--- config.mk ---
export PLATFORM = sky130hd
export DESIGN_NAME = spp_ctrl
export DESIGN_NICKNAME = d
export VERILOG_FILES = /design/src/design/spp_pkg.sv /design/src/design/spp_ctrl.sv
export SDC_FILE = /design/constraint.sdc
export NUM_CORES = 1
export LEC_CHECK = 0
export BUFFER_PORTS_ARGS = -buffer_cell sky130_fd_sc_hd__buf_2
export CAP_MARGIN = 10
export CORE_AREA = 2 2 39 41
export CTS_CLUSTER_DIAMETER = 50
export DETAILED_ROUTE_END_ITERATION = 16
export DIE_AREA = 0 0 41 43
export GPL_ROUTABILITY_DRIVEN = 0
export PLACE_DENSITY = 0.55
export SKIP_CTS_REPAIR_TIMING = 1
export SYNTH_ARGS = -nofsm -noshare
export SYNTH_HDL_FRONTEND = slang
export SYNTH_SLANG_ARGS = --single-unit
export TNS_END_PERCENT = 1
--- constraint.sdc ---
create_clock -name clock -period 3.8 [get_ports clock]
set_input_delay 0.38 -clock clock [delete_from_list [all_inputs] [get_ports clock]]
set_output_delay 0.38 -clock clock [all_outputs]
set_load 0.005 [all_outputs]
--- src/design/spp_pkg.sv ---
`default_nettype none

package spp_pkg;

   // Default sizes of the block.
   localparam int SPP_MAX_WIDTH   = 256;
   localparam int SPP_HEIGHT_BITS = 16;
   localparam int SPP_MAX_PIECES  = 1024;

   // Configuration register indexes (paddr[2]).
   localparam logic REG_PLATE_WIDTH  = 1'b0;
   localparam logic REG_PLATE_HEIGHT = 1'b1;

   localparam logic [8:0]  PLATE_WIDTH_RESET  = 9'd256;
   localparam logic [15:0] PLATE_HEIGHT_RESET = 16'd65535;

   // Which pass the datapath is running over the skyline memory.
   typedef logic [1:0] spp_phase_type;
   localparam spp_phase_type PH_NONE   = 2'd0;
   localparam spp_phase_type PH_SCAN   = 2'd1;
   localparam spp_phase_type PH_UPDATE = 2'd2;
   localparam spp_phase_type PH_SWEEP  = 2'd3;

   typedef struct packed {
      spp_phase_type phase;
      logic          load;
      logic          start_scan;
      logic          start_update;
      logic          start_sweep;
      logic          out_load;
   } spp_cmd_type;

   typedef struct packed {
      logic busy;
      logic ok;
      logic found;
      logic last;
   } spp_status_type;

endpackage

`default_nettype wire

--- src/design/spp_ctrl.sv ---
`default_nettype none

module spp_ctrl (
   input  wire logic                    clock,
   input  wire logic                    reset,
   input  wire logic                    req_valid,
   output logic                         req_stall,
   output logic                         rsp_valid,
   input  wire logic                    rsp_stall,
   input  wire spp_pkg::spp_status_type status,
   output spp_pkg::spp_cmd_type         cmd
);
   import spp_pkg::*;

   localparam logic [2:0] ST_CLEAR  = 3'd0;
   localparam logic [2:0] ST_IDLE   = 3'd1;
   localparam logic [2:0] ST_PREP   = 3'd2;
   localparam logic [2:0] ST_SCAN   = 3'd3;
   localparam logic [2:0] ST_UPDATE = 3'd4;
   localparam logic [2:0] ST_SWEEP  = 3'd5;
   localparam logic [2:0] ST_DONE   = 3'd6;

   logic [2:0] state_ff, state_in;
   logic       rsp_valid_ff, rsp_valid_in;
   logic       out_free;

   always_comb begin
      state_in = state_ff;
      cmd      = '0;
      out_free = !rsp_valid_ff || !rsp_stall;
      case (state_ff)
         ST_CLEAR: begin
            cmd.phase = PH_SWEEP;
            if (!status.busy) begin
               state_in = ST_IDLE;
            end
         end
         ST_IDLE: begin
            if (req_valid) begin
               cmd.load = 1'b1;
               state_in = ST_PREP;
            end
         end
         ST_PREP: begin
            if (status.ok) begin
               cmd.start_scan = 1'b1;
               state_in       = ST_SCAN;
            end else if (status.last) begin
               cmd.start_sweep = 1'b1;
               state_in        = ST_SWEEP;
            end else begin
               state_in = ST_DONE;
            end
         end
         ST_SCAN: begin
            cmd.phase = PH_SCAN;
            if (!status.busy) begin
               if (status.found) begin
                  cmd.start_update = 1'b1;
                  state_in         = ST_UPDATE;
               end else if (status.last) begin
                  cmd.start_sweep = 1'b1;
                  state_in        = ST_SWEEP;
               end else begin
                  state_in = ST_DONE;
               end
            end
         end
         ST_UPDATE: begin
            cmd.phase = PH_UPDATE;
            if (!status.busy) begin
               if (status.last) begin
                  cmd.start_sweep = 1'b1;
                  state_in        = ST_SWEEP;
               end else begin
                  state_in = ST_DONE;
               end
            end
         end
         ST_SWEEP: begin
            cmd.phase = PH_SWEEP;
            if (!status.busy) begin
               state_in = ST_DONE;
            end
         end
         ST_DONE: begin
            if (out_free) begin
               cmd.out_load = 1'b1;
               state_in     = ST_IDLE;
            end
         end
         default: begin
            state_in = ST_IDLE;
         end
      endcase
   end

   always_comb begin
      rsp_valid_in = rsp_valid_ff;
      if (cmd.out_load) begin
         rsp_valid_in = 1'b1;
      end else if (!rsp_stall) begin
         rsp_valid_in = 1'b0;
      end
   end

   always_ff @(posedge clock) begin
      if (reset) begin
         state_ff     <= ST_CLEAR;
         rsp_valid_ff <= 1'b0;
      end else begin
         state_ff     <= state_in;
         rsp_valid_ff <= rsp_valid_in;
      end
   end

   assign req_stall = (state_ff != ST_IDLE);
   assign rsp_valid = rsp_valid_ff;

`ifndef SYNTHESIS
   a_accept_to_prep: assert property (@(posedge clock) disable iff (reset)
      (req_valid && !req_stall) |=> (state_ff == ST_PREP))
      else $error("accepted item did not move the controller to preparation");

   a_start_when_drained: assert property (@(posedge clock) disable iff (reset)
      (cmd.start_scan || cmd.start_update || cmd.start_sweep) |-> !status.busy)
      else $error("pass started while the previous one was still running");

   a_result_from_done: assert property (@(posedge clock) disable iff (reset)
      $rose(rsp_valid) |-> $past(state_ff == ST_DONE))
      else $error("result raised outside the done state");
`endif

endmodule

`default_nettype wire

## After elaboration in Yosys (flattened, before gate mapping)

Index checks and enable logic that the tools add are counted.

- Equality and inequality tests: 14
- Multiplexer cells: 27
- Reductions and logical operators: 6

Operators by type and width:

| cell | number |
|---|---|
| 2-to-1 mux 3 bit | 8 |
| one-hot mux 3 bit (7 select lines) | 1 |
| 2-to-1 mux 1 bit | 14 |
| != test 2 bit (second input constant) | 6 |
| == test 3 bit (second input constant) | 3 |
| == test 3 x 2 -> 1 bit (second input constant) | 2 |
| one-hot mux 2 bit (3 select lines) | 1 |
| AND reduction 6 bit | 1 |
| 2-to-1 mux 2 bit | 2 |
| == test 3 x 1 -> 1 bit (second input constant) | 1 |
| logical NOT 3 bit | 1 |
| != test 3 x 1 -> 1 bit (second input constant) | 1 |
| one-hot mux 1 bit (3 select lines) | 1 |
| logical NOT 1 bit | 2 |
| != test 2 x 1 -> 1 bit (second input constant) | 1 |
| OR reduction 2 bit | 1 |
| logical OR 1 bit | 1 |

- Register bits after elaboration: 4
- Bits of input ports: 8
- Output and inout bits: 9
- Logic and storage cells: 49

## Depth between registers and ports, before layout

Gate-level depths: netlist of run 1.

- Word-level depth: 5
- Depth in mapped cells: 6
- Gate-level depth less buffers: 4

## Worst setup path before layout of run 1

OpenSTA, ideal clock, no wires.

- Path kind: register to output
- From: reg state_ff[0]
- To: out cmd[1] (netlist bit)
- Arrival: 973 ps
- Required time: 3420 ps
- Path slack: 2447 ps
- Stages on the path, launching flop included: 7
- Buffers on the path: 2
- Cell sequence: dfxtp_1 buf_6 buf_2 nor2_1 a21oi_1 o32ai_1 and2_1

RTL lines:

| what | RTL line | RTL |
|---|---|---|
| start: declaration | spp_ctrl.sv:23 | `logic [2:0] state_ff, state_in;` |
| start signal: assignment | spp_ctrl.sv:112 | `state_ff <= state_in;` |
| end: declaration | spp_ctrl.sv:11 | `output spp_pkg::spp_cmd_type cmd` |

==> results of run 1 <==
state kept, by name (all words and copies together), names as in the netlist:
| register | flops |
|---|---|
| rsp_valid | 1 |
| state_ff | 3 |
final timing paths:
| path | startpoint | to | cells after the start |
|---|---|---|---|
| worst max register to register | state_ff[0] | state_ff[1] | 4 |
| worst max-delay path | state_ff[0] | cmd[1] | 5 |
| worst min register to register | rsp_valid | rsp_valid | 2 |
| worst min-delay path | reset | state_ff[0] | 2 |
worst max-delay path, stage by stage (launching register included):
cell	delay, ps
dfxtp_1	650
nor2_1	100
a21oi_1	130
o32ai_1	80
and2_1	170
buf_2	120
placed cells by master (no fill, tap or decap), types with 3 or more instances in the layout:
cell and n:
buf_2 16, nor2_1 8, o21ai_0 5, inv_1 3, nand3_1 3, nand2_1 4
dfxtp_1 4, nand2b_1 4, a21oi_1 10, clkbuf_4 3
cells by family (layout without fill, tap and decap cells):
family                 after synthesis  after routing  share of synthesized area
AO/OA/AOI/OAI                       23             23                      0.349
XOR/XNOR                             1              1                     0.0209
buffers and inverters               11             24                      0.167
flip-flops                           4              4                      0.191
AND/OR/NAND/NOR                     24             24                      0.272
per-stage QoR:
step	hold WS (ps)	total power [mW]
floorplan	449	0.0975
finish	355	0.163
global placement	545	0.112
global route	360	0.177
CTS	350	0.166
detailed placement	550	0.111
metal layers:
metal	GRT usage	share of wire	vias up
met5	0	0	-
met4	0.0200	0	0
met3	0.0471	0.052	0
met2	0.163	0.46	10
met1	0.196	0.48	195
li1	-	-	248
power by group through the flow:
| stage | clock, mW | combinational, mW | sequential [mW] |
|---|---|---|---|
| global placement | 0 | 0.0523 | 0.0593 |
| detailed placement | 0 | 0.0522 | 0.0590 |
| floorplan | 0 | 0.0494 | 0.0480 |
| CTS | 0.0551 | 0.0524 | 0.0584 |
| finish | 0.0526 | 0.0515 | 0.0586 |
| global route | 0.0587 | 0.0589 | 0.0599 |
final cells by class:
class,count,area [µm²]
Fill cell,169,893
Multi-Input combinational cell,48,269
Sequential cell,4,80.1
Timing Repair Buffer,16,80.1
Clock buffer,3,22.5
Tap cell,16,20.0
Inverter,5,18.8
==> summary.txt, run 1 <==
Route
  • Post-route DRC: 0
  • Vias post-DR: roughly 450
  • DRT Pass-1 Iters: 4
  • Drt initial violations: 7
  • Via/cell ratio: between 4 and 5
  • Avg WL per Cell: 10.6 µm
  • ANT nets after route: 0
  • Detailed-route wire length: 974 µm

STA
  • Fin crit share: 0.491
  • Clock skew: 5.68 ps
  • Setup TNS: 0 ps
  • FMAX: approximately 540 MHz
  • PnR worst setup slack: just under 2000 ps
  • Count of final setup violators: 0
  • Least-Margin Pin Slew: between 500 and 600 ps
  • Max-slew headroom: 0.638
  • RSZ-0062 raised after global routing: no
  • Max-slew violation count: 0
  • Final hold vios: 0
  • Crit path time final: around 1900 ps

Setup path
  • Worst EP required: between 3000 and 4000 ps
  • CP Class: reg -> out
  • Worst reg2reg setup slack: ~2300 ps
  • Crit path DAT: roughly 1500 ps
  • Crit-path max FO: 17
  • CP Capture Type: primary output
  • Crit path launch type: register

Placement
  • Pre-CTS setup slack: approximately 2200 ps
  • Post-DP Area: 468 µm²
  • I/O Buffers: 16
  • Post-DP HPWL: roughly 760 µm
  • Placed cells: 89

Logic synthesis
  • Syn nets: between 70 and 80
  • Share of Yosys cell area claimed by the top area cell type: 0.191
  • Number of flops mapped to enable cells by yosys: 0
  • Synth cell count leaders: a21oi_1 (10), nor2_1 (8), o21ai_0 (5)
  • Most numerous cell in the Yosys netlist: a21oi_1
  • Post-Synthesis Cells: 63
  • Cell taking the most area after synthesis: dfxtp_1
  • Synth Flop Type: dfxtp_1
  • Post-synth cell types: 25
  • Syn avg cell area: 6.65 µm²
  • Post-Syn Area: 419 µm²
  • Ys async rst share: 0
  • Synth top area cells: dfxtp_1 (19%), a21oi_1 (12%), buf_6 (8.1%)
  • Yosys warning count: 0
  • FF+latch count, synth: 4
  • Sequential-to-total area share from yosys stat: 0.191

Pwr
  • Switching portion of total power: 0.348
  • Clock share of power: 0.323
  • Pwr Density: around 330 mW/mm²
  • Comb pwr share: 0.317
  • Flop pwr share: 0.360
  • Peak VDD IR: between 0.1 and 0.15 mV
  • Leakage: slightly above 0.2 nW
  • Sw power: around 57 µW
  • Int Pwr: 106 µW

CTS
  • Worst-case clock buffer depth: 2
  • CTS clk-pin slew, worst paths: roughly 40 ps
  • Clock Sinks: 4
  • CTS tree: done
  • Worst-Skew Late Latency: between 200 and 250 ps
  • CTS H-tree lvls: 1
  • CTS Buf Count: 3
  • CTS root buffer: clkbuf_4

Worst hold path
  • HP Class: in -> reg

Cells and area
  • Non-Filler Instances: a little over 90
  • Post-route core utilization: 0.354
  • NumNets Final: 86
  • Share of layout cells above drive strength 1: 0.289
  • Area grow syn2layout: 17.0%
  • Finished Cell Area: about 500 µm²
  • Antenna cells: 0

Flow run
  • Max-cap check violation count: 0

Floorplanning
  • Total die area: approximately 0.0018 mm²
  • Starting Density: 0.303
  • Core Box Area: between 0.001 and 0.0015 mm²
  • IO Pins: 17
  • Die Y: 43 µm
  • Core Rows: 14
  • Die Wd: 41 µm

Global route
  • Tot GR Track Use: 0.125
  • Largest net degree at the start of global routing: 18
  • Initial antenna violation count: 0
  • First-pass GRT wire length: 1560 µm
  • GRT Residual Overflow: 0
  • Vias in the first global route: 360

Run status
  • Outcome: finished clean
(Power assumes the default switching activity.)
==> inputs of run 2 (changes only) <==
Clock period 3.8 ns to 1.9 ns, I/O delays scaled along.
==> run 2 against run 1 <==
  * Clock power rose by 89%
  * Flip-flop and latch count unchanged
  * Count of clock-buffer cells in the layout stayed put
  * Non-clock buffer count unchanged
  * First-iteration DRC count down 57%
  * Global-route usage down 0.59 points
  * Register-to-register slack got worse by 1800 ps
  * Worst hold slack worse by 170 ps
  * Sequential share of layout area unchanged
  * Total power rose by 97%
  * Worst setup slack got worse by 1800 ps
  * Critical path depth is the same
==> summary.txt, run 2 (synthesized netlist as in run 1, its figures left out) <==
Global route
  • Vias in the first global route: around 380
  • Met2 usage: 0.169
  • Largest net degree at the start of global routing: 18
  • Met3 Resource Use GR: 0.0157
  • GRT Residual Overflow: 0
  • Initial antenna violation count: 0
  • Busiest grt layer: met1
  • Met1 usage in global routing: 0.180
  • First-pass GRT wire length: roughly 1500 µm
  • Tot GR Track Use: 0.119

Route
  • ANT nets after route: 0
  • DRT Pass-1 Iters: 4
  • Vias post-DR: approximately 480
  • Post-route DRC: 0
  • Drt initial violations: 3
  • Avg WL per Cell: between 10 and 15 µm
  • Via/cell ratio: between 5 and 6
  • Detailed-route wire length: ~960 µm

Pwr
  • Pwr Density: about 650 mW/mm²
  • Clock share of power: 0.311
  • Peak VDD IR: ~0.24 mV
  • Comb pwr share: 0.324
  • Int Pwr: about 210 µW
  • Flop pwr share: 0.365
  • Switching portion of total power: 0.338
  • Leakage: around 0.21 nW
  • Sw power: approximately 110 µW

Setup path
  • Crit path DAT: 1530 ps
  • Crit path from: state_ff[0]
  • CP Capture Type: primary output
  • Worst reg2reg setup slack: ~440 ps
  • Worst EP required: 1710 ps
  • Crit path launch type: register
  • CP Class: reg -> out
  • Crit-path max FO: 17
  • Reg2reg start: state_ff[0]

Cells and area
  • Max reg flops: 3
  • Commonest non-fill, non-tap cell in the layout: buf_2
  • Share of layout cells above drive strength 1: 0.289
  • NumNets Final: 86
  • Non-Filler Instances: 92
  • Largest Register: state_ff
  • # fillers: roughly 150
  • Area grow syn2layout: 17.0%
  • Post-route core utilization: 0.354
  • Most frequent cells in the layout: buf_2 (16), a21oi_1 (10), nor2_1 (8)
  • Antenna cells: 0

Floorplanning
  • Total die area: roughly 0.0018 mm²
  • Starting Density: 0.303
  • Die Wd: 41 µm
  • Core Box Area: 0.00138 mm²
  • IO Pins: 17
  • Core Rows: 14
  • Die Y: roughly 43 µm

STA
  • Count of final setup violators: 0
  • Fin crit share: 0.905
  • RSZ-0062 raised after global routing: no
  • Setup TNS: 0 ps
  • Clock skew: slightly below 0.7 ps
  • Final hold slack: between 150 and 200 ps
  • Final hold vios: 0
  • FMAX: ~580 MHz
  • PnR worst setup slack: 180 ps
  • Max-slew violation count: 0
  • Least-Margin Pin Slew: about 530 ps
  • Max-slew headroom: 0.646
  • Crit path time final: roughly 1700 ps

CTS
  • CTS root buffer: clkbuf_4
  • Clock Sinks: 4
  • CTS H-tree lvls: 1
  • Worst-case clock buffer depth: 2
  • Worst-Skew Late Latency: about 220 ps
  • CTS Buf Count: 3
  • CTS tree: done
  • CTS clk-pin slew, worst paths: roughly 40 ps

Worst hold path
  • Hold Startpoint: reset
  • HP Class: in -> reg

Placement
  • I/O Buffers: 16
  • Placed cells: 89
  • Post-DP HPWL: ~740 µm
  • Pre-CTS setup slack: roughly 440 ps

Run status
  • Outcome: finished clean

Flow run
  • Max-cap check violation count: 0
run 2: cell counts in the layout (fill, tap and decap cells not counted):
Identical to the previous run, type by type.
run 2: metrics by stage:
stage | area, µm² | power, mW
after CTS | 490 | 0.324
after global routing | 490 | 0.348
after global placement | 468 | 0.223
final | 490 | 0.320
after detailed placement | 468 | 0.220
after floorplan | 419 | 0.195
run 2: worst max-delay path, stage by stage (launching register included):
cell	delay, ps
dfxtp_1	640
nor2_1	100
a21oi_1	180
o32ai_1	90
and2_1	170
buf_2	120
run 2: path summary, 6_finish.rpt:
check	to	depth (start not counted)
setup / recovery	cmd[1]	5
hold / removal	state_ff[0]	2
setup reg to reg	state_ff[0]	3
hold reg to reg	rsp_valid	2
run 2: layout make-up:
| type | instances | area [µm²] | area share |
|---|---|---|---|
| well taps | 16 | 20.0 | 0.0408 |
| clock buffers | 3 | 22.5 | 0.0459 |
| repair buffers | 16 | 80.1 | 0.163 |
| inverters | 5 | 18.8 | 0.0383 |
| multi-input cells | 48 | 269 | 0.548 |
| flip-flops and latches | 4 | 80.1 | 0.163 |
run 2: routing by layer:
layer | share of wire | routed length, µm
met5 | 0 | 0
met4 | 0 | 0
met3 | 0.025 | 24
met2 | 0.47 | 454
met1 | 0.50 | 477
run 2: power by group through the flow:
stage                     logic [mW]  registers, mW  clock network [mW]
after floorplan               0.0989         0.0960                   0
after global placement         0.105          0.118                   0
after detailed placement       0.104          0.117                   0
after CTS                      0.104          0.116               0.104
after global routing           0.118          0.119               0.111
final                          0.103          0.117              0.0995
