File: config.mk
export PLATFORM = sky130hd
export DESIGN_NAME = spp_dpath
export DESIGN_NICKNAME = d
export VERILOG_FILES = /design/src/design/spp_pkg.sv /design/src/design/spp_ram.sv /design/src/design/spp_dpath.sv
export SDC_FILE = /design/constraint.sdc
export NUM_CORES = 2
export LEC_CHECK = 0
export BUFFER_PORTS_ARGS = -buffer_cell sky130_fd_sc_hd__buf_2
export CAP_MARGIN = 20
export CORE_ASPECT_RATIO = 1.4
export CORE_MARGIN = 10
export CORE_UTILIZATION = 63
export CTS_BUF_LIST = sky130_fd_sc_hd__clkbuf_8 sky130_fd_sc_hd__clkbuf_16
export CTS_CLUSTER_DIAMETER = 150
export DETAILED_ROUTE_END_ITERATION = 6
export PLACE_DENSITY_LB_ADDON = 0.2
export SLEW_MARGIN = 20
export SYNTH_ARGS = -nofsm -noshare
export SYNTH_HDL_FRONTEND = slang
export SYNTH_SLANG_ARGS = --single-unit
File: constraint.sdc
create_clock -name clock -period 10.7 [get_ports clock]
set_clock_uncertainty 0.2 [all_clocks]
set_input_delay 1.07 -clock clock [delete_from_list [all_inputs] [get_ports clock]]
set_output_delay 1.07 -clock clock [all_outputs]
set_load 0.05 [all_outputs]
File: src/design/spp_pkg.sv
`default_nettype none

package spp_pkg;

   // Default sizes of the block.
   localparam int SPP_MAX_WIDTH   = 256;
   localparam int SPP_HEIGHT_BITS = 16;
   localparam int SPP_MAX_PIECES  = 1024;

   // Configuration register indexes (paddr[2]).
   localparam logic REG_PLATE_WIDTH  = 1'b0;
   localparam logic REG_PLATE_HEIGHT = 1'b1;

   localparam logic [8:0]  PLATE_WIDTH_RESET  = 9'd256;
   localparam logic [15:0] PLATE_HEIGHT_RESET = 16'd65535;

   // Which pass the datapath is running over the skyline memory.
   typedef logic [1:0] spp_phase_type;
   localparam spp_phase_type PH_NONE   = 2'd0;
   localparam spp_phase_type PH_SCAN   = 2'd1;
   localparam spp_phase_type PH_UPDATE = 2'd2;
   localparam spp_phase_type PH_SWEEP  = 2'd3;

   typedef struct packed {
      spp_phase_type phase;
      logic          load;
      logic          start_scan;
      logic          start_update;
      logic          start_sweep;
      logic          out_load;
   } spp_cmd_type;

   typedef struct packed {
      logic busy;
      logic ok;
      logic found;
      logic last;
   } spp_status_type;

endpackage

`default_nettype wire

File: src/design/spp_ram.sv
`default_nettype none

module spp_ram #(
   parameter int WIDTH = 16,
   parameter int DEPTH = 256
) (
   input  wire logic                     clock,
   input  wire logic                     wr_en,
   input  wire logic [$clog2(DEPTH)-1:0] wr_addr,
   input  wire logic [WIDTH-1:0]         wr_data,
   input  wire logic [$clog2(DEPTH)-1:0] rd_addr,
   output logic      [WIDTH-1:0]         rd_data
);

   logic [WIDTH-1:0] mem_ff [DEPTH];
   logic [WIDTH-1:0] rd_data_ff;

   always_ff @(posedge clock) begin
      if (wr_en) begin
         mem_ff[wr_addr] <= wr_data;
      end
      rd_data_ff <= mem_ff[rd_addr];
   end

   assign rd_data = rd_data_ff;

endmodule

`default_nettype wire

File: src/design/spp_dpath.sv
`default_nettype none

module spp_dpath #(
   parameter int MAX_WIDTH   = spp_pkg::SPP_MAX_WIDTH,
   parameter int HEIGHT_BITS = spp_pkg::SPP_HEIGHT_BITS,
   parameter int MAX_PIECES  = spp_pkg::SPP_MAX_PIECES
) (
   input  wire logic                 clock,
   input  wire logic                 reset,
   input  wire spp_pkg::spp_cmd_type cmd,
   output spp_pkg::spp_status_type   status,
   input  wire logic [8:0]           plate_width,
   input  wire logic [15:0]          plate_height,
   input  wire logic [15:0]          req_piece_width,
   input  wire logic [15:0]          req_piece_height,
   input  wire logic                 req_rotate,
   input  wire logic                 req_last_piece,
   output logic                      rsp_placed,
   output logic [7:0]                rsp_pos_x,
   output logic [15:0]               rsp_pos_y,
   output logic                      rsp_final_result,
   output logic [10:0]               rsp_placed_count,
   output logic [23:0]               rsp_waste_area,
   output logic [8:0]                rsp_waste_columns
);
   import spp_pkg::*;

   localparam int COL_BITS  = $clog2(MAX_WIDTH);
   localparam int PW_BITS   = ($clog2(MAX_WIDTH + 1) > 9) ? $clog2(MAX_WIDTH + 1) : 9;
   localparam int CALC_BITS = ((HEIGHT_BITS > 16) ? HEIGHT_BITS : 16) + 1;
   localparam int PT_BITS   = $clog2(MAX_PIECES + 1);

   // Column counters and the read pipeline of the skyline memory.
   logic [PW_BITS-1:0]     col_ff, col_in;
   logic [PW_BITS-1:0]     end_ff, end_in;
   logic                   rd_valid_ff, rd_valid_in;
   logic [COL_BITS-1:0]    rd_col_ff, rd_col_in;

   // Current item.
   logic [PW_BITS-1:0]     w_ff, w_in;
   logic [15:0]            h_ff, h_in;
   logic                   last_ff, last_in;
   logic                   ok_ff, ok_in;

   // Scan state: the current flat run and the best position so far.
   logic [HEIGHT_BITS-1:0] run_h_ff, run_h_in;
   logic [PW_BITS-1:0]     run_len_ff, run_len_in;
   logic                   found_ff, found_in;
   logic [COL_BITS-1:0]    best_x_ff, best_x_in;
   logic [HEIGHT_BITS-1:0] best_v_ff, best_v_in;
   logic [CALC_BITS-1:0]   best_top_ff, best_top_in;

   // Layout totals.
   logic [PT_BITS-1:0]     total_ff, total_in;
   logic [23:0]            area_ff, area_in;
   logic [8:0]             cols_ff, cols_in;

   // Result register.
   logic                   placed_ff, placed_in;
   logic [7:0]             pos_x_ff, pos_x_in;
   logic [15:0]            pos_y_ff, pos_y_in;
   logic                   final_ff, final_in;
   logic [10:0]            count_ff, count_in;
   logic [23:0]            waste_area_ff, waste_area_in;
   logic [8:0]             waste_cols_ff, waste_cols_in;

   logic [PW_BITS-1:0]     pw;
   logic [15:0]            sel_w, sel_h;
   logic                   item_ok;
   logic                   issue;
   logic [HEIGHT_BITS-1:0] v;
   logic [CALC_BITS-1:0]   top;
   logic [CALC_BITS-1:0]   ph_ext;
   logic                   same;
   logic [PW_BITS-1:0]     run_len_next;
   logic [PW_BITS-1:0]     start_col;

   logic                   ram_we;
   logic [HEIGHT_BITS-1:0] ram_wdata;

   assign pw = (PW_BITS'(plate_width) > PW_BITS'(MAX_WIDTH)) ? PW_BITS'(MAX_WIDTH)
                                                             : PW_BITS'(plate_width);
   assign sel_w   = req_rotate ? req_piece_height : req_piece_width;
   assign sel_h   = req_rotate ? req_piece_width  : req_piece_height;
   assign item_ok = (sel_w != 16'd0) && (sel_h != 16'd0) && (sel_w <= 16'(pw))
                    && (sel_h <= plate_height);

   assign issue        = (col_ff < end_ff);
   assign ph_ext       = CALC_BITS'(plate_height);
   assign top          = CALC_BITS'(v) + CALC_BITS'(h_ff);
   assign same         = (rd_col_ff != '0) && (v == run_h_ff);
   assign run_len_next = same ? (run_len_ff + PW_BITS'(1)) : PW_BITS'(1);
   // Left column of a run of w columns that ends at the column just read.
   assign start_col    = PW_BITS'(rd_col_ff) + PW_BITS'(1) - w_ff;

   assign ram_we    = rd_valid_ff && ((cmd.phase == PH_UPDATE) || (cmd.phase == PH_SWEEP));
   assign ram_wdata = (cmd.phase == PH_UPDATE) ? (v + HEIGHT_BITS'(h_ff)) : '0;

   spp_ram #(
      .WIDTH (HEIGHT_BITS),
      .DEPTH (MAX_WIDTH)
   ) u_skyline (
      .clock   (clock),
      .wr_en   (ram_we),
      .wr_addr (rd_col_ff),
      .wr_data (ram_wdata),
      .rd_addr (col_ff[COL_BITS-1:0]),
      .rd_data (v)
   );

   always_comb begin
      col_in        = issue ? (col_ff + PW_BITS'(1)) : col_ff;
      end_in        = end_ff;
      rd_valid_in   = issue;
      rd_col_in     = col_ff[COL_BITS-1:0];
      w_in          = w_ff;
      h_in          = h_ff;
      last_in       = last_ff;
      ok_in         = ok_ff;
      run_h_in      = run_h_ff;
      run_len_in    = run_len_ff;
      found_in      = found_ff;
      best_x_in     = best_x_ff;
      best_v_in     = best_v_ff;
      best_top_in   = best_top_ff;
      total_in      = total_ff;
      area_in       = area_ff;
      cols_in       = cols_ff;
      placed_in     = placed_ff;
      pos_x_in      = pos_x_ff;
      pos_y_in      = pos_y_ff;
      final_in      = final_ff;
      count_in      = count_ff;
      waste_area_in = waste_area_ff;
      waste_cols_in = waste_cols_ff;

      if (cmd.load) begin
         w_in     = sel_w[PW_BITS-1:0];
         h_in     = sel_h;
         last_in  = req_last_piece;
         ok_in    = item_ok;
         found_in = 1'b0;
      end

      if (cmd.start_scan) begin
         col_in     = '0;
         end_in     = pw;
         run_len_in = '0;
      end

      if (cmd.start_update) begin
         col_in = PW_BITS'(best_x_ff);
         end_in = PW_BITS'(best_x_ff) + w_ff;
         if (total_ff < PT_BITS'(MAX_PIECES)) begin
            total_in = total_ff + PT_BITS'(1);
         end
      end

      if (cmd.start_sweep) begin
         col_in  = '0;
         end_in  = PW_BITS'(MAX_WIDTH);
         area_in = '0;
         cols_in = '0;
      end

      // A position qualifies once the run of equal columns ending here covers
      // the piece width; only a strictly lower top displaces an earlier one.
      if (rd_valid_ff && (cmd.phase == PH_SCAN)) begin
         run_len_in = run_len_next;
         run_h_in   = v;
         if ((run_len_next >= w_ff) && (top <= ph_ext) && (!found_ff || (top < best_top_ff)))
         begin
            found_in    = 1'b1;
            best_top_in = top;
            best_x_in   = start_col[COL_BITS-1:0];
            best_v_in   = v;
         end
      end

      if (rd_valid_ff && (cmd.phase == PH_SWEEP) && (PW_BITS'(rd_col_ff) < pw)
          && (ph_ext > CALC_BITS'(v))) begin
         area_in = area_ff + 24'(ph_ext - CALC_BITS'(v));
         cols_in = cols_ff + 9'd1;
      end

      if (cmd.out_load) begin
         placed_in     = found_ff;
         pos_x_in      = found_ff ? 8'(best_x_ff) : 8'd0;
         pos_y_in      = found_ff ? 16'(best_v_ff) : 16'd0;
         final_in      = last_ff;
         count_in      = last_ff ? 11'(total_ff) : 11'd0;
         waste_area_in = last_ff ? area_ff : 24'd0;
         waste_cols_in = last_ff ? cols_ff : 9'd0;
         if (last_ff) begin
            total_in = '0;
         end
      end
   end

   always_ff @(posedge clock) begin
      if (reset) begin
         col_ff      <= '0;
         end_ff      <= PW_BITS'(MAX_WIDTH);
         rd_valid_ff <= 1'b0;
         total_ff    <= '0;
         ok_ff       <= 1'b0;
         found_ff    <= 1'b0;
         last_ff     <= 1'b0;
      end else begin
         col_ff      <= col_in;
         end_ff      <= end_in;
         rd_valid_ff <= rd_valid_in;
         total_ff    <= total_in;
         ok_ff       <= ok_in;
         found_ff    <= found_in;
         last_ff     <= last_in;
      end
   end

   always_ff @(posedge clock) begin
      rd_col_ff     <= rd_col_in;
      w_ff          <= w_in;
      h_ff          <= h_in;
      run_h_ff      <= run_h_in;
      run_len_ff    <= run_len_in;
      best_x_ff     <= best_x_in;
      best_v_ff     <= best_v_in;
      best_top_ff   <= best_top_in;
      area_ff       <= area_in;
      cols_ff       <= cols_in;
      placed_ff     <= placed_in;
      pos_x_ff      <= pos_x_in;
      pos_y_ff      <= pos_y_in;
      final_ff      <= final_in;
      count_ff      <= count_in;
      waste_area_ff <= waste_area_in;
      waste_cols_ff <= waste_cols_in;
   end

   assign status.busy  = issue || rd_valid_ff;
   assign status.ok    = ok_ff;
   assign status.found = found_ff;
   assign status.last  = last_ff;

   assign rsp_placed        = placed_ff;
   assign rsp_pos_x         = pos_x_ff;
   assign rsp_pos_y         = pos_y_ff;
   assign rsp_final_result  = final_ff;
   assign rsp_placed_count  = count_ff;
   assign rsp_waste_area    = waste_area_ff;
   assign rsp_waste_columns = waste_cols_ff;

`ifndef SYNTHESIS
   a_found_needs_ok: assert property (@(posedge clock) disable iff (reset)
      found_ff |-> ok_ff)
      else $error("position found for a piece that was rejected");

   a_update_in_plate: assert property (@(posedge clock) disable iff (reset)
      (cmd.phase == PH_UPDATE) |-> (end_ff <= pw))
      else $error("skyline update runs past the plate width");
`endif

endmodule

`default_nettype wire
Word level (Yosys, flattened, before mapping):

Memory sizes are Yosys's and may differ from the RTL's. A register that Yosys moved wholly into a read port is not among the register bits.
Index checks and enable logic that the tools add are counted.

* RAM bits: 4096
* latch bits: 0
* register bits after elaboration: 235
* memories kept: 1
* word-level logic and storage cells: 101
* output and inout bits: 74
* input port bits: 68
* bits in read-only memories: 0

Memories
* u_skyline.mem_ff: words 256, width 16, read ports 1, clocked after memory_dff 1, write ports 1, line spp_ram.sv:15 `logic [WIDTH-1:0] mem_ff [DEPTH];`

* equality and inequality tests: 4
* multiplexer cells: 25
* shift-type cells: 0
* reductions and logical operators: 25
* $mul: 0
* divide/modulo/power cells: 0
* $lt $le $gt $ge: 10
* add/sub/neg operators: 11
* bitwise logic cells: 0

Operators by type and width (number)
* 9-bit 2-to-1 mux: 8
* 16-bit 2-to-1 mux: 3
* 24-bit 2-to-1 mux: 2
* 11-bit 2-to-1 mux: 4
* 16-bit nonzero test: 2
* 9-bit by 1-bit adder with 9-bit output (second input constant): 3
* 24-bit adder: 1
* 8-bit 2-to-1 mux: 3
* 16-bit by 16-bit adder with 17-bit output: 1
* 17-bit by 16-bit less-or-equal comparator with 1-bit output: 1
* 17-bit less-than comparator: 1
* 16-bit by 16-bit subtractor with 17-bit output: 1
* 16-bit adder: 1
* 16-bit equality test: 1
* 16-bit greater-than comparator: 1
* 16-bit less-or-equal comparator: 1
* 16-bit by 9-bit less-or-equal comparator with 1-bit output: 1
* 11-bit by 1-bit adder with 11-bit output (second input constant): 1
* 1-bit logical AND: 11
* 11-bit less-than comparator (second input constant): 1
* 8-bit by 9-bit adder with 9-bit output: 1
* 9-bit >= comparator: 1
* 9-bit greater-than comparator (second input constant): 1
* 8-bit by 9-bit less-than comparator with 1-bit output: 1
* other kinds (14): 23

Depth between registers and ports, before layout:

* depth in word-level cells: 8
* depth in mapped cells: 21

Cells and area by module:

Synthesis repeated with hierarchy kept, for this count alone.

* cells, all modules: 8681
* area, all modules: 173067.2 µm²

By module, submodules not included
* spp_ram: instances 1, area each 158714.7 µm², seq. area each 123318.3 µm², cells an instance 7360
* spp_dpath: instances 1, area each 14352.5 µm², seq. area each 6646.4 µm², cells an instance 1321

Worst setup path after synthesis:

Ideal clock, no wire load.

* path type: flip-flop to flip-flop
* start point: reg h_ff[0]
* end point: mem u_skyline.mem_ff[0][6], data pin
* buffers on the path: 0
* cell stages (with the launch flop): 9
* setup time: 1.453 ns
* clock period less this slack: 9.736 ns
* arrival: 8.084 ns
* path slack: 0.964 ns
* cell sequence: edfxtp_1 -> ha_1 -> fa_1 -> a21o_1 -> a21oi_1 -> o21bai_1 -> a21oi_1 -> xnor2_1 -> nor2b_1

* word-level cells in the longest chain between the ends: 2

RTL lines
* from (decl): line spp_dpath.sv:41 `logic [15:0] h_ff, h_in;`
* from (signal assigned): line spp_dpath.sv:223 `h_ff <= h_in;`
* 16-bit adder: line spp_dpath.sv:97 `assign ram_wdata = (cmd.phase == PH_UPDATE) ? (v + HEIGHT_BITS'(h_ff)) : '0;`
* 16-bit 2-to-1 mux: line spp_dpath.sv:97
* via ram_wdata[6]: line spp_dpath.sv:79 `logic [HEIGHT_BITS-1:0] ram_wdata;`
* to (decl): line spp_ram.sv:15

The timed path passes the listed nets, and every way through them passes these cells.

==> flow_summary_export.csv <==
group,metric,value,unit
finish,fin_cells,12850,
sta,tns,0,ps
sta,final-setup-viol-count,0,
clock_network,h-tree-depth,5,
worst_setup_path,cp_data_arrival_time,4700,ps
worst_setup_path,cp_cell_sequence,"buf_4, buf_12, ha_1, a21o_1, a21oi_1, o21ai_0, a21oi_1, or2_2, buf_2",
detailed_routing,post_drt_wl_per_cell,35.49,µm
logic_synthesis,synth_cell_type_count,78,
logic_synthesis,synthArstFlopShare,0,%
detailed_routing,drt_wl_total,456200,µm
sta,tightestPinTransition,1314,ps
floorplan,pin_count,142,
logic_synthesis,syn-instance-count,8405,
sta,final-hold-violation-count,0,
sta,min_period_over_period,55.77,%
sta,rsz0062_at_grt,"false",
power,p_leak,61.16,nW
worst_setup_path,worst-path-buf-inv,3,
clock_network,cts_max_path_buffers,4,
floorplan,dieArea,295900,µm²
floorplan,die_w,462.6,µm
worst_setup_path,path_depth,9,
logic_synthesis,synth-edff-count,4290,
worst_setup_path,rr_startpoint,"col_ff[2]$_SDFFE_PP0P_",
clock_network,cts.clk_slew.worst_paths,60,ps
worst_setup_path,endpoint,"status[3]",
finish,area_growth,10.67,%
worst_setup_path,startpoint_type,"flip-flop",
logic_synthesis,netlist_area,172800,µm²
detailed_routing,drt-initial-drc-count,12700,
worst_setup_path,cp_common_cell,"a21oi_1",
grt,grt.total_usage,30.56,%
clock_network,post_cts_resized,0,
clock_network,insertion_delay,930,ps
floorplan,core_area,272900,µm²
power,combPwrFrac,6.8,%
clock_network,cts_tree,"yes",
logic_synthesis,synth.avg_cell_area,20.55,µm²
sta,slew_headroom,11.71,%
logic_synthesis,synth-seq-cells,4347,
detailed_routing,drt_pass1_iterations,7,
logic_synthesis,synth_flop_cell,"edfxtp_1",
place,post-dp-hpwl,261600,µm
clock_network,cts_sinks,4347,
grt,grt_max_degree,240,
power,pwr-share-clk,38.2,%
worst_setup_path,reg2reg_slack,4840,ps
clock_network,postCtsHoldBufs,0,
worst_setup_path,reg2reg_depth,10,
floorplan,die_y,639.6,µm
worst_setup_path,cp-end-kind,"output pin",
logic_synthesis,yosysSeqAreaShare,75.23,%
worst_setup_path,criticalPathCategory,"flip-flop to output pin",
sta,max_freq,0.1676,GHz
detailed_routing,remaining_drc_errors,0,
job,drv_cap,0,
logic_synthesis,yosysWarnings,0,
worst_setup_path,critPathSlowestCell,"dfxtp_4",
power,seqPwrFrac,55.0,%
power,ir_drop,0.0001500,V
grt,antenna_found_initial,22,
worst_setup_path,cp_max_fo,78,
logic_synthesis,syn_nets,8639,
place,portBuffers,141,
power,p_int,0.02733,W
clock_network,cts-root-buf,"clkbuf_16",
power,power_switching,0.007796,W
grt,grt_first_pass_wirelength,652700,µm
place,place.gp.congestion,0.9446,
clock_network,cts_setup_buffers,0,
detailed_routing,num_vias,89450,
detailed_routing,viasPerCell,6.960,
floorplan,start_util,63.29,%
detailed_routing,final_antenna_net_count,0,
worst_setup_path,cp.required,9430,ps
grt,grt_overflow_total,0,
sta,slew_violations,0,
worst_setup_path,critPathLaunch,"col_ff[2]$_SDFFE_PP0P_",
sta,period_needed,5968,ps
clock_network,cts_buffers,386,
finish,drive_gt1_share,23.98,%
power,swShare,22.19,%
place,dp_cells,12140,
worst_setup_path,reg2reg_to,"u_skyline.rd_data[3]$_DFF_P_",
grt,grt_pass1_vias,89480,
finish,nets,9103,
floorplan,rows,227,
hold_path,hold_path.class,"primary input to flip-flop",
worst_setup_path,cp_top_family,"buffers and inverters",
outcome,outcome,"completed",
power,powerDensity,183.7,nW/µm²
worst_setup_path,slowest_delay,700,ps
## worst register-to-register path, cell delays in order, from the launching register on
cell and delay, ps:
dfxtp_4 700, inv_4 510, nor2_4 970, buf_4 610, buf_4 560, a221o_1 270, a21oi_1 80, nor3_1 1010
a31oi_1 510, nor2_1 220, a21oi_1 80
## worst min-delay path by stage
stage | to | startpoint | slack, ps | cells after the start
6_report | last_ff$_SDFFE_PP0P_ | req_last_piece | 240 | 3
5_1_grt | last_ff$_SDFFE_PP0P_ | req_last_piece | 270 | 3
4_1_cts | last_ff$_SDFFE_PP0P_ | req_last_piece | 210 | 3
3_5_place_dp | total_ff[5]$_SDFF_PP0_ | total_ff[5]$_SDFF_PP0_ | 300 | 2
3_3_place_gp | total_ff[5]$_SDFF_PP0_ | total_ff[5]$_SDFF_PP0_ | 280 | 2
2_1_floorplan | rd_col_ff[2]$_DFF_P_ | col_ff[2]$_SDFFE_PP0P_ | 150 | 0
## metal layers
layer | up-vias | part of all wire (%) | GRT usage, %
li1 | 35730 | - | -
met1 | 46620 | 34 | 39.59
met2 | 5985 | 49 | 48.91
met3 | 1101 | 11 | 7.252
met4 | 18 | 6.0 | 15.87
met5 | - | 0.028 | 0
## power groups by stage
stage	logic, W	registers, W	clock network, W
finish	0.00239	0.0193	0.0134
global route	0.00255	0.0193	0.0142
CTS	0.00236	0.0193	0.0135
detailed placement	0.00235	0.0197	0
global placement	0.00227	0.0197	0
floorplan	0.00142	0.0198	0
## Yosys cell counts (all sizes together), types with 15 or more instances
master	n	area share [%]
a211oi	38	0.17
a21o	32	0.14
a21oi	203	0.59
a221o	42	0.24
a221oi	99	0.51
a22oi	43	0.19
a311oi	18	0.091
a31oi	22	0.080
and2	78	0.28
buf	264	1.2
clkbuf	184	0.40
dfxtp	57	0.66
edfxtp	4290	75
ha	161	1.2
inv	107	0.23
mux2	42	0.27
mux2i	404	2.3
mux4	978	13
nand2	231	0.50
nand2b	20	0.072
nand3	61	0.18
nand4	28	0.10
nor2	440	0.96
nor2b	34	0.12
nor3	34	0.099
nor4	15	0.054
o211ai	16	0.070
o21a	20	0.087
o21ai	166	0.48
o221ai	15	0.076
o22ai	17	0.062
o31ai	19	0.083
xnor2	48	0.24
xor2	54	0.27
## metrics by stage
step	total power (W)	util (%)	setup slack (ps)	hold WS (ps)	area (µm²)
6_report	0.03513	70.04	4732	238.9	191200
5_1_grt	0.03602	70.03	4590	268.1	191100
4_1_cts	0.03521	69.96	4758	210.6	191000
3_5_place_dp	0.02203	65.54	4519	304.6	178900
3_3_place_gp	0.02194	65.51	4445	276.9	178800
2_1_floorplan	0.02127	-	963.6	151.9	172800
## flip-flops by register name, summed over array words and instances, names as in the netlist, 8 cells and up
| register | count |
|---|---|
| total_ff | 11 |
| rsp_waste_area | 24 |
| u_skyline.mem_ff | 4096 |
| rd_col_ff | 8 |
| w_ff | 9 |
| run_h_ff | 16 |
| rsp_pos_y | 16 |
| end_ff | 9 |
| rsp_waste_columns | 9 |
| h_ff | 16 |
| rsp_pos_x | 8 |
| best_x_ff | 8 |
| rsp_placed_count | 11 |
| best_top_ff | 17 |
| best_v_ff | 16 |
| run_len_ff | 9 |
| u_skyline.rd_data | 16 |
| col_ff | 9 |
| area_ff | 24 |
| cols_ff | 9 |
## layout by cell type, fill, tap and decap left out, types with 32 or more instances in the layout
cell type,count
xnor2_1,48
ha_1,161
nand3_1,57
o21ai_0,155
a21o_1,32
a21oi_1,203
and2_1,78
mux2_2,42
clkinv_1,76
nor2_1,377
a211oi_1,38
edfxtp_1,4290
nor2_2,40
a221oi_1,97
clkbuf_16,396
inv_1,187
buf_2,140
buf_4,348
clkinv_2,62
mux4_2,977
a22oi_1,43
xor2_1,54
mux2i_1,404
dfxtp_1,50
a221o_1,42
nand2_1,218
nor3_1,34
## layout make-up
cell class,instances,area [µm²]
Multi-Input combinational cell,3501,40010
Timing Repair Buffer,524,4041
Fill cell,16120,81770
Sequential cell,4347,130000
Clock buffer,400,9965
Antenna cell,19,47.55
Inverter,109,424.2
Clock inverter,289,2112
Tap cell,3664,4584
## cell families after synthesis
group	Yosys count	synth area share, %
AO/OA/AOI/OAI	825	3.243
XOR/XNOR	102	0.5171
adder cells (fa/ha/maj)	166	1.224
buffers and inverters	557	1.869
flip-flops	4347	75.23
multiplexers	1424	15.37
AND/OR/NAND/NOR	984	2.547
Power figures use the tool's default switching activity.
